**config.mk**
```make
export PLATFORM = sky130hd
export DESIGN_NAME = sparse_matrix_triple_store_unit
export DESIGN_NICKNAME = d
export VERILOG_FILES = /design/src/rtl/core/smts_pkg.sv /design/src/rtl/core/smts_mem.sv /design/src/rtl/core/sparse_matrix_triple_store_unit.sv
export SDC_FILE = /design/constraint.sdc
export NUM_CORES = 2
export LEC_CHECK = 0
export ABC_AREA = 1
export BUFFER_PORTS_ARGS = -buffer_cell sky130_fd_sc_hd__buf_2
export CAP_MARGIN = 20
export CORE_MARGIN = 4
export CORE_UTILIZATION = 55
export CTS_BUF_LIST = sky130_fd_sc_hd__clkbuf_2 sky130_fd_sc_hd__clkbuf_4 sky130_fd_sc_hd__clkbuf_8
export DETAILED_ROUTE_END_ITERATION = 8
export PLACE_DENSITY_LB_ADDON = 0.25
export SLEW_MARGIN = 0
export SYNTH_ARGS = -nofsm -noshare
export SYNTH_HDL_FRONTEND = slang
export SYNTH_HIERARCHICAL = 1
export SYNTH_SLANG_ARGS = --single-unit
```
**constraint.sdc**
```tcl
create_clock -name clk -period 11.85 [get_ports clk]
set_input_delay 1.185 -clock clk [delete_from_list [all_inputs] [get_ports clk]]
set_output_delay 1.185 -clock clk [all_outputs]
set_load 0.02 [all_outputs]
```
**src/rtl/core/smts_pkg.sv**
```systemverilog
// smts_pkg: opcodes, status codes and sequencer states of the triple store
// no dependencies
`timescale 1ns / 1ps
package smts_pkg;
  localparam int ROW_W = 8;
  localparam int COL_W = 8;
  localparam int VAL_W = 32;
  localparam int ENT_W = ROW_W + COL_W + VAL_W;

  typedef enum logic [2:0] {
    OP_CLEAR  = 3'd0,
    OP_APPEND = 3'd1,
    OP_INSERT = 3'd2,
    OP_SEARCH = 3'd3,
    OP_DELETE = 3'd4
  } opcode_t;

  typedef enum logic [1:0] {
    ST_DONE = 2'd0,
    ST_ZERO = 2'd1,
    ST_MISS = 2'd2,
    ST_FULL = 2'd3
  } status_t;

  typedef enum logic [2:0] {
    S_IDLE,
    S_SCAN_RD,
    S_SCAN_CMP,
    S_SHIFT_RD,
    S_SHIFT_WR,
    S_REPORT
  } state_t;
endpackage

```
**src/rtl/core/smts_mem.sv**
```systemverilog
// smts_mem: entry storage, one write port and one registered read port
// depends on smts_pkg
`timescale 1ns / 1ps
module smts_mem #(
  parameter int DEPTH = 64,
  parameter int AW = 6
) (
  input  logic                     clk,
  input  logic                     we,
  input  logic [AW-1:0]            waddr,
  input  logic [smts_pkg::ENT_W-1:0] wdata,
  input  logic [AW-1:0]            raddr,
  output logic [smts_pkg::ENT_W-1:0] rdata
);
  import smts_pkg::*;
  logic [ENT_W-1:0] mem [DEPTH];

  always_ff @(posedge clk) begin
    if (we) mem[waddr] <= wdata;
    rdata <= mem[raddr];
  end
endmodule

```
**src/rtl/core/sparse_matrix_triple_store_unit.sv**
```systemverilog
// sequencing: clear, refused append/insert and append go from S_IDLE to S_REPORT;
// search steps S_SCAN_RD, S_SCAN_CMP per entry; insert S_SHIFT_RD, S_SHIFT_WR per
// moved entry; delete scans then shifts, each bounded by the single memory read port
// throughput: one command at a time, busy high until its result strobe
// reset: synchronous active-low rst_n empties the list; storage itself is not cleared
`timescale 1ns / 1ps
module sparse_matrix_triple_store_unit #(
  parameter int DEPTH = 64,
  parameter int MAX_ROWS = 256,
  parameter int MAX_COLS = 256
) (
  input  logic                       clk,
  input  logic                       rst_n,
  input  logic                       start,
  output logic                       busy,
  input  logic [2:0]                 in_opcode,
  input  logic [7:0]                 in_row_index,
  input  logic [7:0]                 in_col_index,
  input  logic signed [31:0]         in_elem_value,
  output logic                       out_valid,
  output logic signed [31:0]         out_found_value,
  output logic [1:0]                 out_status
);
  import smts_pkg::*;
  localparam int AW = (DEPTH > 1) ? $clog2(DEPTH) : 1;
  localparam int CW = $clog2(DEPTH + 1);

  state_t state_r, state_nxt;
  logic [CW-1:0] count_r, count_nxt;
  logic [CW-1:0] idx_r, idx_nxt;
  logic [2:0] op_r;
  logic [ROW_W-1:0] row_r;
  logic [COL_W-1:0] col_r;
  logic [VAL_W-1:0] val_r;
  logic [VAL_W-1:0] fv_r, fv_nxt;
  logic [1:0] st_r, st_nxt;
  logic del_r, del_nxt;

  logic we;
  logic [AW-1:0] waddr, raddr;
  logic [ENT_W-1:0] wdata, rdata;

  smts_mem #(.DEPTH(DEPTH), .AW(AW)) u_mem (
    .clk(clk), .we(we), .waddr(waddr), .wdata(wdata), .raddr(raddr), .rdata(rdata)
  );

  logic in_range, full, hit;
  assign in_range = (32'(in_row_index) < 32'(MAX_ROWS)) &&
                    (32'(in_col_index) < 32'(MAX_COLS));
  assign full = (32'(count_r) >= 32'(DEPTH));
  assign hit  = (rdata[ENT_W-1 -: ROW_W] == row_r) &&
                (rdata[VAL_W +: COL_W] == col_r);

  // next state
  always_comb begin
    state_nxt = state_r;
    count_nxt = count_r;
    idx_nxt = idx_r;
    fv_nxt = fv_r;
    st_nxt = st_r;
    del_nxt = del_r;
    case (state_r)
      S_IDLE: begin
        if (start) begin
          fv_nxt = '0;
          st_nxt = ST_DONE;
          del_nxt = 1'b0;
          state_nxt = S_REPORT;
          case (in_opcode)
            OP_CLEAR: count_nxt = '0;
            OP_APPEND: begin
              if (in_elem_value == 0 || !in_range) st_nxt = ST_ZERO;
              else if (full) st_nxt = ST_FULL;
              else count_nxt = count_r + 1'b1;
            end
            OP_INSERT: begin
              if (!in_range) st_nxt = ST_ZERO;
              else if (full) st_nxt = ST_FULL;
              else if (count_r == 0) count_nxt = count_r + 1'b1;
              else begin
                idx_nxt = count_r;
                state_nxt = S_SHIFT_RD;
              end
            end
            OP_SEARCH, OP_DELETE: begin
              idx_nxt = '0;
              st_nxt = ST_MISS;
              if (count_r != 0) state_nxt = S_SCAN_RD;
            end
            default: ;
          endcase
        end
      end
      S_SCAN_RD: state_nxt = S_SCAN_CMP;
      S_SCAN_CMP: begin
        if (hit) begin
          st_nxt = ST_DONE;
          if (op_r == OP_SEARCH) begin
            fv_nxt = rdata[VAL_W-1:0];
            state_nxt = S_REPORT;
          end else begin
            del_nxt = 1'b1;
            if (idx_r + 1'b1 >= count_r) begin
              count_nxt = count_r - 1'b1;
              state_nxt = S_REPORT;
            end else begin
              idx_nxt = idx_r + 1'b1;
              state_nxt = S_SHIFT_RD;
            end
          end
        end else if (idx_r + 1'b1 >= count_r) state_nxt = S_REPORT;
        else begin
          idx_nxt = idx_r + 1'b1;
          state_nxt = S_SCAN_RD;
        end
      end
      S_SHIFT_RD: state_nxt = S_SHIFT_WR;
      S_SHIFT_WR: begin
        if (del_r) begin
          // slot idx moves down to idx-1
          if (idx_r + 1'b1 >= count_r) begin
            count_nxt = count_r - 1'b1;
            state_nxt = S_REPORT;
          end else begin
            idx_nxt = idx_r + 1'b1;
            state_nxt = S_SHIFT_RD;
          end
        end else begin
          // slot idx-1 moves up to idx
          if (idx_r == 1) begin
            idx_nxt = '0;
            count_nxt = count_r + 1'b1;
            state_nxt = S_REPORT;
          end else begin
            idx_nxt = idx_r - 1'b1;
            state_nxt = S_SHIFT_RD;
          end
        end
      end
      S_REPORT: state_nxt = S_IDLE;
      default: state_nxt = S_IDLE;
    endcase
  end

  // memory port and outputs
  always_comb begin
    we = 1'b0;
    waddr = idx_r[AW-1:0];
    wdata = {row_r, col_r, val_r};
    raddr = idx_r[AW-1:0];
    case (state_r)
      S_IDLE: begin
        waddr = count_r[AW-1:0];
        wdata = {in_row_index, in_col_index, in_elem_value};
        we = start && (in_opcode == OP_APPEND) && in_elem_value != 0 && in_range && !full;
        // insert into an empty list writes the head directly
        if (start && in_opcode == OP_INSERT && in_range && count_r == 0) begin
          we = 1'b1;
          waddr = '0;
        end
      end
      S_SHIFT_RD: raddr = del_r ? idx_r[AW-1:0] : AW'(idx_r - 1'b1);
      S_SHIFT_WR: begin
        we = 1'b1;
        wdata = rdata;
        waddr = del_r ? AW'(idx_r - 1'b1) : idx_r[AW-1:0];
      end
      S_REPORT: begin
        // insert finishes by writing the head
        we = (op_r == OP_INSERT) && (st_r == ST_DONE) && (idx_r == 0) && !del_r &&
             count_r != 0;
        waddr = '0;
      end
      default: ;
    endcase
  end

  assign busy = (state_r != S_IDLE);
  assign out_valid = (state_r == S_REPORT);
  assign out_found_value = fv_r;
  assign out_status = st_r;

  always_ff @(posedge clk) begin
    if (!rst_n) begin
      state_r <= S_IDLE;
      count_r <= '0;
      idx_r <= '0;
      del_r <= 1'b0;
    end else begin
      state_r <= state_nxt;
      count_r <= count_nxt;
      idx_r <= idx_nxt;
      del_r <= del_nxt;
    end
    fv_r <= fv_nxt;
    st_r <= st_nxt;
    if (state_r == S_IDLE && start) begin
      op_r <= in_opcode;
      row_r <= in_row_index;
      col_r <= in_col_index;
      val_r <= in_elem_value;
    end
  end
endmodule

```
Word-level counts from Yosys, hierarchy flattened --
Memories as Yosys holds them, arrays and structs flattened. A register that Yosys moved wholly into a read port is not among the register bits. Index checks and enable logic that the tools add are counted.
Storage, ports and cells: bits in registers 103, bits in latches 0, RAM bits 3072, ROM bits 0, bits of input ports 54, output and inout port bits 36, word-level logic and storage cells 132, memories kept 1
Memories:
- u_mem.mem | words 64, bits a word 48, read ports 1, clocked after memory_dff 1, wr ports 1, line smts_mem.sv:16 | logic [ENT_W-1:0] mem [DEPTH];
Operators by class: add/subtract/negate cells 4, multipliers 0, div/mod/pow operators 0, $lt $le $gt $ge 2, equality and inequality tests 27, shifts and indexed selects 0, muxes and demuxes 58, bitwise logic cells 0, reductions and logical operators 30
Operators with widths (number):
- two-way mux 7 bit | 18
- two-way mux 32 bit | 3
- one-hot mux 48 bit (2 select lines) | 1
- one-hot mux 32 bit (2 select lines) | 1
- one-hot mux 7 bit (3 select lines) | 3
- zero test 32 bit | 1
- nonzero test 32 bit | 1
- two-way mux 3 bit | 10
- two-way mux 6 bit | 4
- != test 3 bit (second input constant) | 7
- equality test 3 x 2 -> 1 bit (second input constant) | 6
- one-hot mux 6 bit (3 select lines) | 1
- equality test 8 bit | 2
- one-hot mux 3 bit (5 select lines) | 1
- adder 7 x 1 -> 7 bit (second input constant) | 2
- zero test 7 bit | 2
- one-hot mux 7 bit (2 select lines) | 1
- subtractor 7 x 1 -> 7 bit (second input constant) | 2
- logical AND 1 bit | 11
- AND reduction 10 bit | 1
- equality test 3 bit (second input constant) | 3
- two-way mux 2 bit | 4
- != test 2 bit (second input constant) | 4
- AND reduction 4 bit | 2
- 21 further kinds | 30

Depth between registers and ports, before layout --
depth after elaboration 8, gate-level depth with buffers 19, depth with buffers taken out 18

Hierarchy --
The synthesis kept the hierarchy.
By module, submodules not included:
- smts_mem | times used 1, cells each 10109, area an instance 124105.3 µm², seq. area each 93209.4 µm²
- sparse_matrix_triple_store_unit | times used 1, cells each 758, area an instance 6287.3 µm², seq. area each 2912.8 µm²

Worst setup path before layout --
No wires, ideal clock.
path kind input-to-reg, start input port start, end memory u_mem/mem[32][0] (netlist bit) (enable), setup time 573 ps, arrival time 8832 ps, data required time 11277 ps, path slack 2445 ps, stages on the path 7, buffers on the path 1, cell sequence inv_1 nor2_1 nand2_1 o211ai_1 clkbuf_1 nand3_1 nor4_1
On the way: cells in the longest elaborated chain, start to end 7, elaborated cells on any way between the ends 11, classes of those cells 6 x mux; 5 x reduce/logical
RTL lines:
- from (decl) | line sparse_matrix_triple_store_unit.sv:14 | input logic start,
- logical AND 1 bit (3 in series) | line sparse_matrix_triple_store_unit.sv:155 | we = start && (in_opcode == OP_APPEND) && in_elem_value != 0 && in_range && !full;
- two-way mux 1 bit (*) | line sparse_matrix_triple_store_unit.sv:157 | if (start && in_opcode == OP_INSERT && in_range && count_r == 0) begin
- one-hot mux 1 bit (3 select lines) (*) | line sparse_matrix_triple_store_unit.sv:151 | case (state_r)
- via we | line sparse_matrix_triple_store_unit.sv:39 | logic we;
- two-way mux 1 bit (*) | line smts_mem.sv:19 | if (we) mem[waddr] <= wdata;
- two-way mux 1 bit (implied by the code) (*) | line smts_mem.sv:19
- to (decl) | line smts_mem.sv:16
The timed path passes the listed nets; every way through them passes the cells marked *.

Worst setup path after layout --
start register state_r[0], end memory u_mem/mem[53][22] (netlist bit) (enable)
On the way: elaborated cells on any way between the ends 7, classes of those cells 2 x eq/ne; 4 x mux; 1 x reduce/logical
RTL lines:
- from (decl) | line sparse_matrix_triple_store_unit.sv:28 | state_t state_r, state_nxt;
- from (signal assigned) | line sparse_matrix_triple_store_unit.sv:190 | state_r <= state_nxt;
- equality test 3 bit or zero test 3 bit (tied branches) | line sparse_matrix_triple_store_unit.sv:151
- one-hot mux 6 bit (3 select lines) (*) | line sparse_matrix_triple_store_unit.sv:151
- via waddr[5] | line sparse_matrix_triple_store_unit.sv:40 | logic [AW-1:0] waddr, raddr;
Marked as above.

==> impl_metrics.yaml <==
run_status:
  outcome: "completed"
sta:
  timing.final.hold_violations: 0
  max_clock_freq_ghz: 0.153
  unrepaired_setup_endpoints_after_global_routing: "false"
  setup-violations-final: 0
  fin_skew_ns: 0.0611
  tns_ns: 0
  worst_margin_pin_slew_ns: 1.44
  final_max_slew_viols: 0
  share_of_the_cycle_needed_by_the_critical_path_after_routing: 0.550
  max-slew-margin-rel: 0.0373
  timing.final.crit_period_ns: 6.51
worst_setup_path:
  worstPathCellList: "nor2_4 > nand2_4 > nor2_4 > inv_1 > o21ai_0 > inv_1 > o221ai_1 > nand3_1 > nor2_4 > buf_4"
  critical_path.startpoint_type: "register"
  path_class: "register to register"
  cpMaxStageDelayCell: "sky130_fd_sc_hd__nor2_4"
  timing.critical_path.required_ns: 12.52
  critPathMostFrequentCell: "sky130_fd_sc_hd__nor2_4"
  r2r-start: "state_r[0]"
  number_of_cells_traversed_by_the_worst_register_to_register_path: 10
  worst-path-max-fanout: 29
  critical-path-max-stage-delay_ns: 1.17
  timing.critical_path.arrival_ns: 7.18
  timing.rr.end: "u_mem/mem[53][22]"
  timing.critical_path.to_type: "register"
  r2r_setup_slack_ns: 5.34
  worstSetupStartpoint: "state_r[0]"
synth:
  net_count_after_synthesis: 10900
  synth_compound_gate_area_share: 0.00627
  ys.flop_type: "sky130_fd_sc_hd__edfxtp_1"
  syn-instance-count: 10900
  proportion_of_register_bits_with_asynchronous_set_or_reset_after_synthesis: 0
  netlist_area_mm2: 0.130
  post_synth_and_or_nand_nor_area_fraction: 0.221
  ys_ff_latch: 3223
  post_synth_fa_ha_maj_area_fraction: 0.00134
  synth_warn: 6
  synthDistinctLibCells: 48
  synth_mux_area_frac: 0
  syn_avg_cell_area_um2: 12.0
  synth_enable_flop_cells: 3157
  synth_seq_area_share: 0.737
  yosys.area_share.xor_xnor: 0.00128
  combinational_family_with_the_most_area_after_synthesis: "simple AND/OR/NAND/NOR gates"
clock_network:
  skew_pair_late_insertion_delay_ns: 1.10
  clk_transition_reported_paths_ns: 0.06
  tritoncts.num_buffers: 534
  cts_tree: "built"
  cts_num_sinks: 3223
  cts_max_path_buffers: 4
  clock_tree.root_cell: "sky130_fd_sc_hd__clkbuf_8"
  hold_buffers: 0
  post_cts.repair.setup_buffers: 0
  post_cts_resize_count: 0
  cts_max_level: 6
min_path:
  worst_hold_path.num_cells: 1
  hold_wc_path_type: "input pin to register"
  hold_path.startpoint: "in_elem_value[23]"
  whs_endpoint: "val_r[23]"
route:
  post_drt_via_cell_ratio: 6.19
  wl_per_cell_um: 27.3
  vias: 89800
  antenna_left: 0
  drtPass1Iterations: 7
  routed_wire_length_mm: 396
  post-route-drc-count: 0
  first_iter_violations: 14400
grt:
  track_usage: 0.318
  grt_overflow: 0
  first_pass_grt_wire_length_mm: 573
  grt_max_degree: 217
  antenna_found_initial: 29
  via_count_of_the_first_global_routing_pass: 85100
finish:
  area_delta_synth_final_pct: 10.5
  post_route_cells_drive_above_1_share: 0.111
  finalNetCount: 11100
place:
  place.gp.congestion: 0.915
  count_of_port_buffers_added_during_placement: 89
  detailed_placement_wirelength_estimate_mm: 205
die:
  fp.dieH_um: 495
  design.die.area_mm2: 0.245
  die_width_um: 495
  initial_utilization: 0.553
  ioPinCount: 90
  core-area_mm2: 0.236
  rows: 178
power_and_ir_drop:
  power_mw: 38.8
  vdd_drop_max_uv: 300
  powerDensity_mw_per_mm2: 270
  total_leakage_power_nw: 51.1
job:
  drv.max_cap_violation_count: 0
[critical path, delay by kind of cell (launching register included)]
family / cells / cell delay, ns
buffers and inverters: 3 / 0.99
and+or+nand+nor: 5 / 3.70
DFF: 1 / 0.36
AOI/OAI and AO/OA: 2 / 0.99
[report_power, final]
group	switching [mW]	internal (mW)
combinational	10.8	2.88
clock	4.30	5.04
sequential	0.381	15.5
total	15.5	23.4
[flip-flops by register name (all words and copies together) (netlist names)]
name             count
del_r                1
out_status           2
val_r               32
u_mem/mem         3072
u_mem/rdata         48
state_r              3
op_r                 3
row_r                8
out_found_value     32
col_r                8
idx_r                7
count_r              7
[worst max-delay path by stage]
| stage | end | slack, ns | cells after the start |
|---|---|---|---|
| after global placement | u_mem/mem[51][23] | 5.66 | 10 |
| final | u_mem/mem[53][22] | 5.34 | 10 |
| after floorplan | u_mem/mem[32][0] | 2.45 | 7 |
| after CTS | u_mem/mem[53][22] | 5.47 | 10 |
| after global routing | u_mem/rdata[22] | 5.22 | 16 |
| after detailed placement | u_mem/mem[53][30] | 5.52 | 10 |
[cell usage after synthesis (2+ instances only)]
library cell	n	area (µm²)
sky130_fd_sc_hd__a21oi_1	19	95.1
sky130_fd_sc_hd__a22oi_1	2	15.0
sky130_fd_sc_hd__buf_1	60	225
sky130_fd_sc_hd__buf_2	380	1900
sky130_fd_sc_hd__buf_4	89	668
sky130_fd_sc_hd__buf_6	37	417
sky130_fd_sc_hd__clkbuf_1	138	518
sky130_fd_sc_hd__clkinv_1	3	11.3
sky130_fd_sc_hd__dfxtp_1	66	1320
sky130_fd_sc_hd__edfxtp_1	3157	94800
sky130_fd_sc_hd__ha_1	14	175
sky130_fd_sc_hd__inv_1	129	484
sky130_fd_sc_hd__inv_2	11	41.3
sky130_fd_sc_hd__nand2_1	3565	13400
sky130_fd_sc_hd__nand2_2	4	25.0
sky130_fd_sc_hd__nand2_4	9	101
sky130_fd_sc_hd__nand3_1	2884	14400
sky130_fd_sc_hd__nand4_1	18	113
sky130_fd_sc_hd__nor2_1	139	522
sky130_fd_sc_hd__nor2_4	6	67.6
sky130_fd_sc_hd__nor3_1	6	30.0
sky130_fd_sc_hd__nor4_1	9	56.3
sky130_fd_sc_hd__o211ai_1	12	90.1
sky130_fd_sc_hd__o21a_1	3	22.5
sky130_fd_sc_hd__o21ai_0	16	80.1
sky130_fd_sc_hd__o21ai_1	3	15.0
sky130_fd_sc_hd__o221ai_1	47	412
sky130_fd_sc_hd__o22ai_1	4	25.0
sky130_fd_sc_hd__xnor2_1	4	35.0
sky130_fd_sc_hd__xor2_1	15	131
[area by class of cell]
cell class                 count  area, µm²
inverter                     146        598
tap                         3150       3940
multi-input combinational   6794      31200
sequential                  3223      96100
antenna                        4       10.0
timing repair buffer         296       2240
fill                       18200      91500
clock inverter               154        845
clock buffer                 745       9100
[metal layers]
layer  share of wire  vias to the layer above  GRT usage  wire length, µm
met3            0.14                      928     0.0885            57200
met1            0.37                    43400      0.447           146000
met4           0.042                        8      0.132            16700
met5         0.00012                        -          0               47
met2            0.44                     6627      0.474           176000
li1                -                    38800          -                -
[metrics by stage]
stage / util / cell area [µm²] / cells / setup slack [ns] / hold WS, ns
3_5_place_dp: 0.569 / 134000 / 13600 / 5.52 / 0.538
2_1_floorplan: - / 130000 / 10900 / 2.45 / 0.488
5_1_grt: 0.611 / 144000 / 14500 / 5.22 / 0.241
4_1_cts: 0.611 / 144000 / 14500 / 5.47 / 0.191
3_3_place_gp: 0.569 / 134000 / 13600 / 5.66 / 0.533
6_report: 0.611 / 144000 / 14500 / 5.34 / 0.298
[cells in the final DEF, fill, tap and decap left out, drive strengths merged]
master	count
bufinv	5
a211oi	1
o22ai	4
nand4	20
a31oi	1
o211ai	12
o31ai	1
nor4	9
dfxtp	66
diode	4
nand3	2885
xnor2	4
inv	150
o21bai	1
clkinvlp	15
edfxtp	3157
o21ai	19
o221ai	47
buf	296
o21a	3
clkinv	130
nor2	146
xor2	15
a21oi	21
a22oi	2
clkbuf	745
ha	14
nand2	3579
nand3b	1
nor3	7
o32ai	1
nor3b	1
[cell families (layout without fill, tap and decap cells)]
| kind of cell | after synthesis | in the layout |
|---|---|---|
| and+or+nand+nor | 6648 | 6648 |
| DFF | 3223 | 3223 |
| buffers and inverters | 850 | 1341 |
| AOI/OAI and AO/OA | 113 | 113 |
| xor gates and xnor gates | 19 | 19 |
| adders and majority gates | 14 | 14 |
| other | 0 | 4 |
Power figures use the tool's default switching activity.
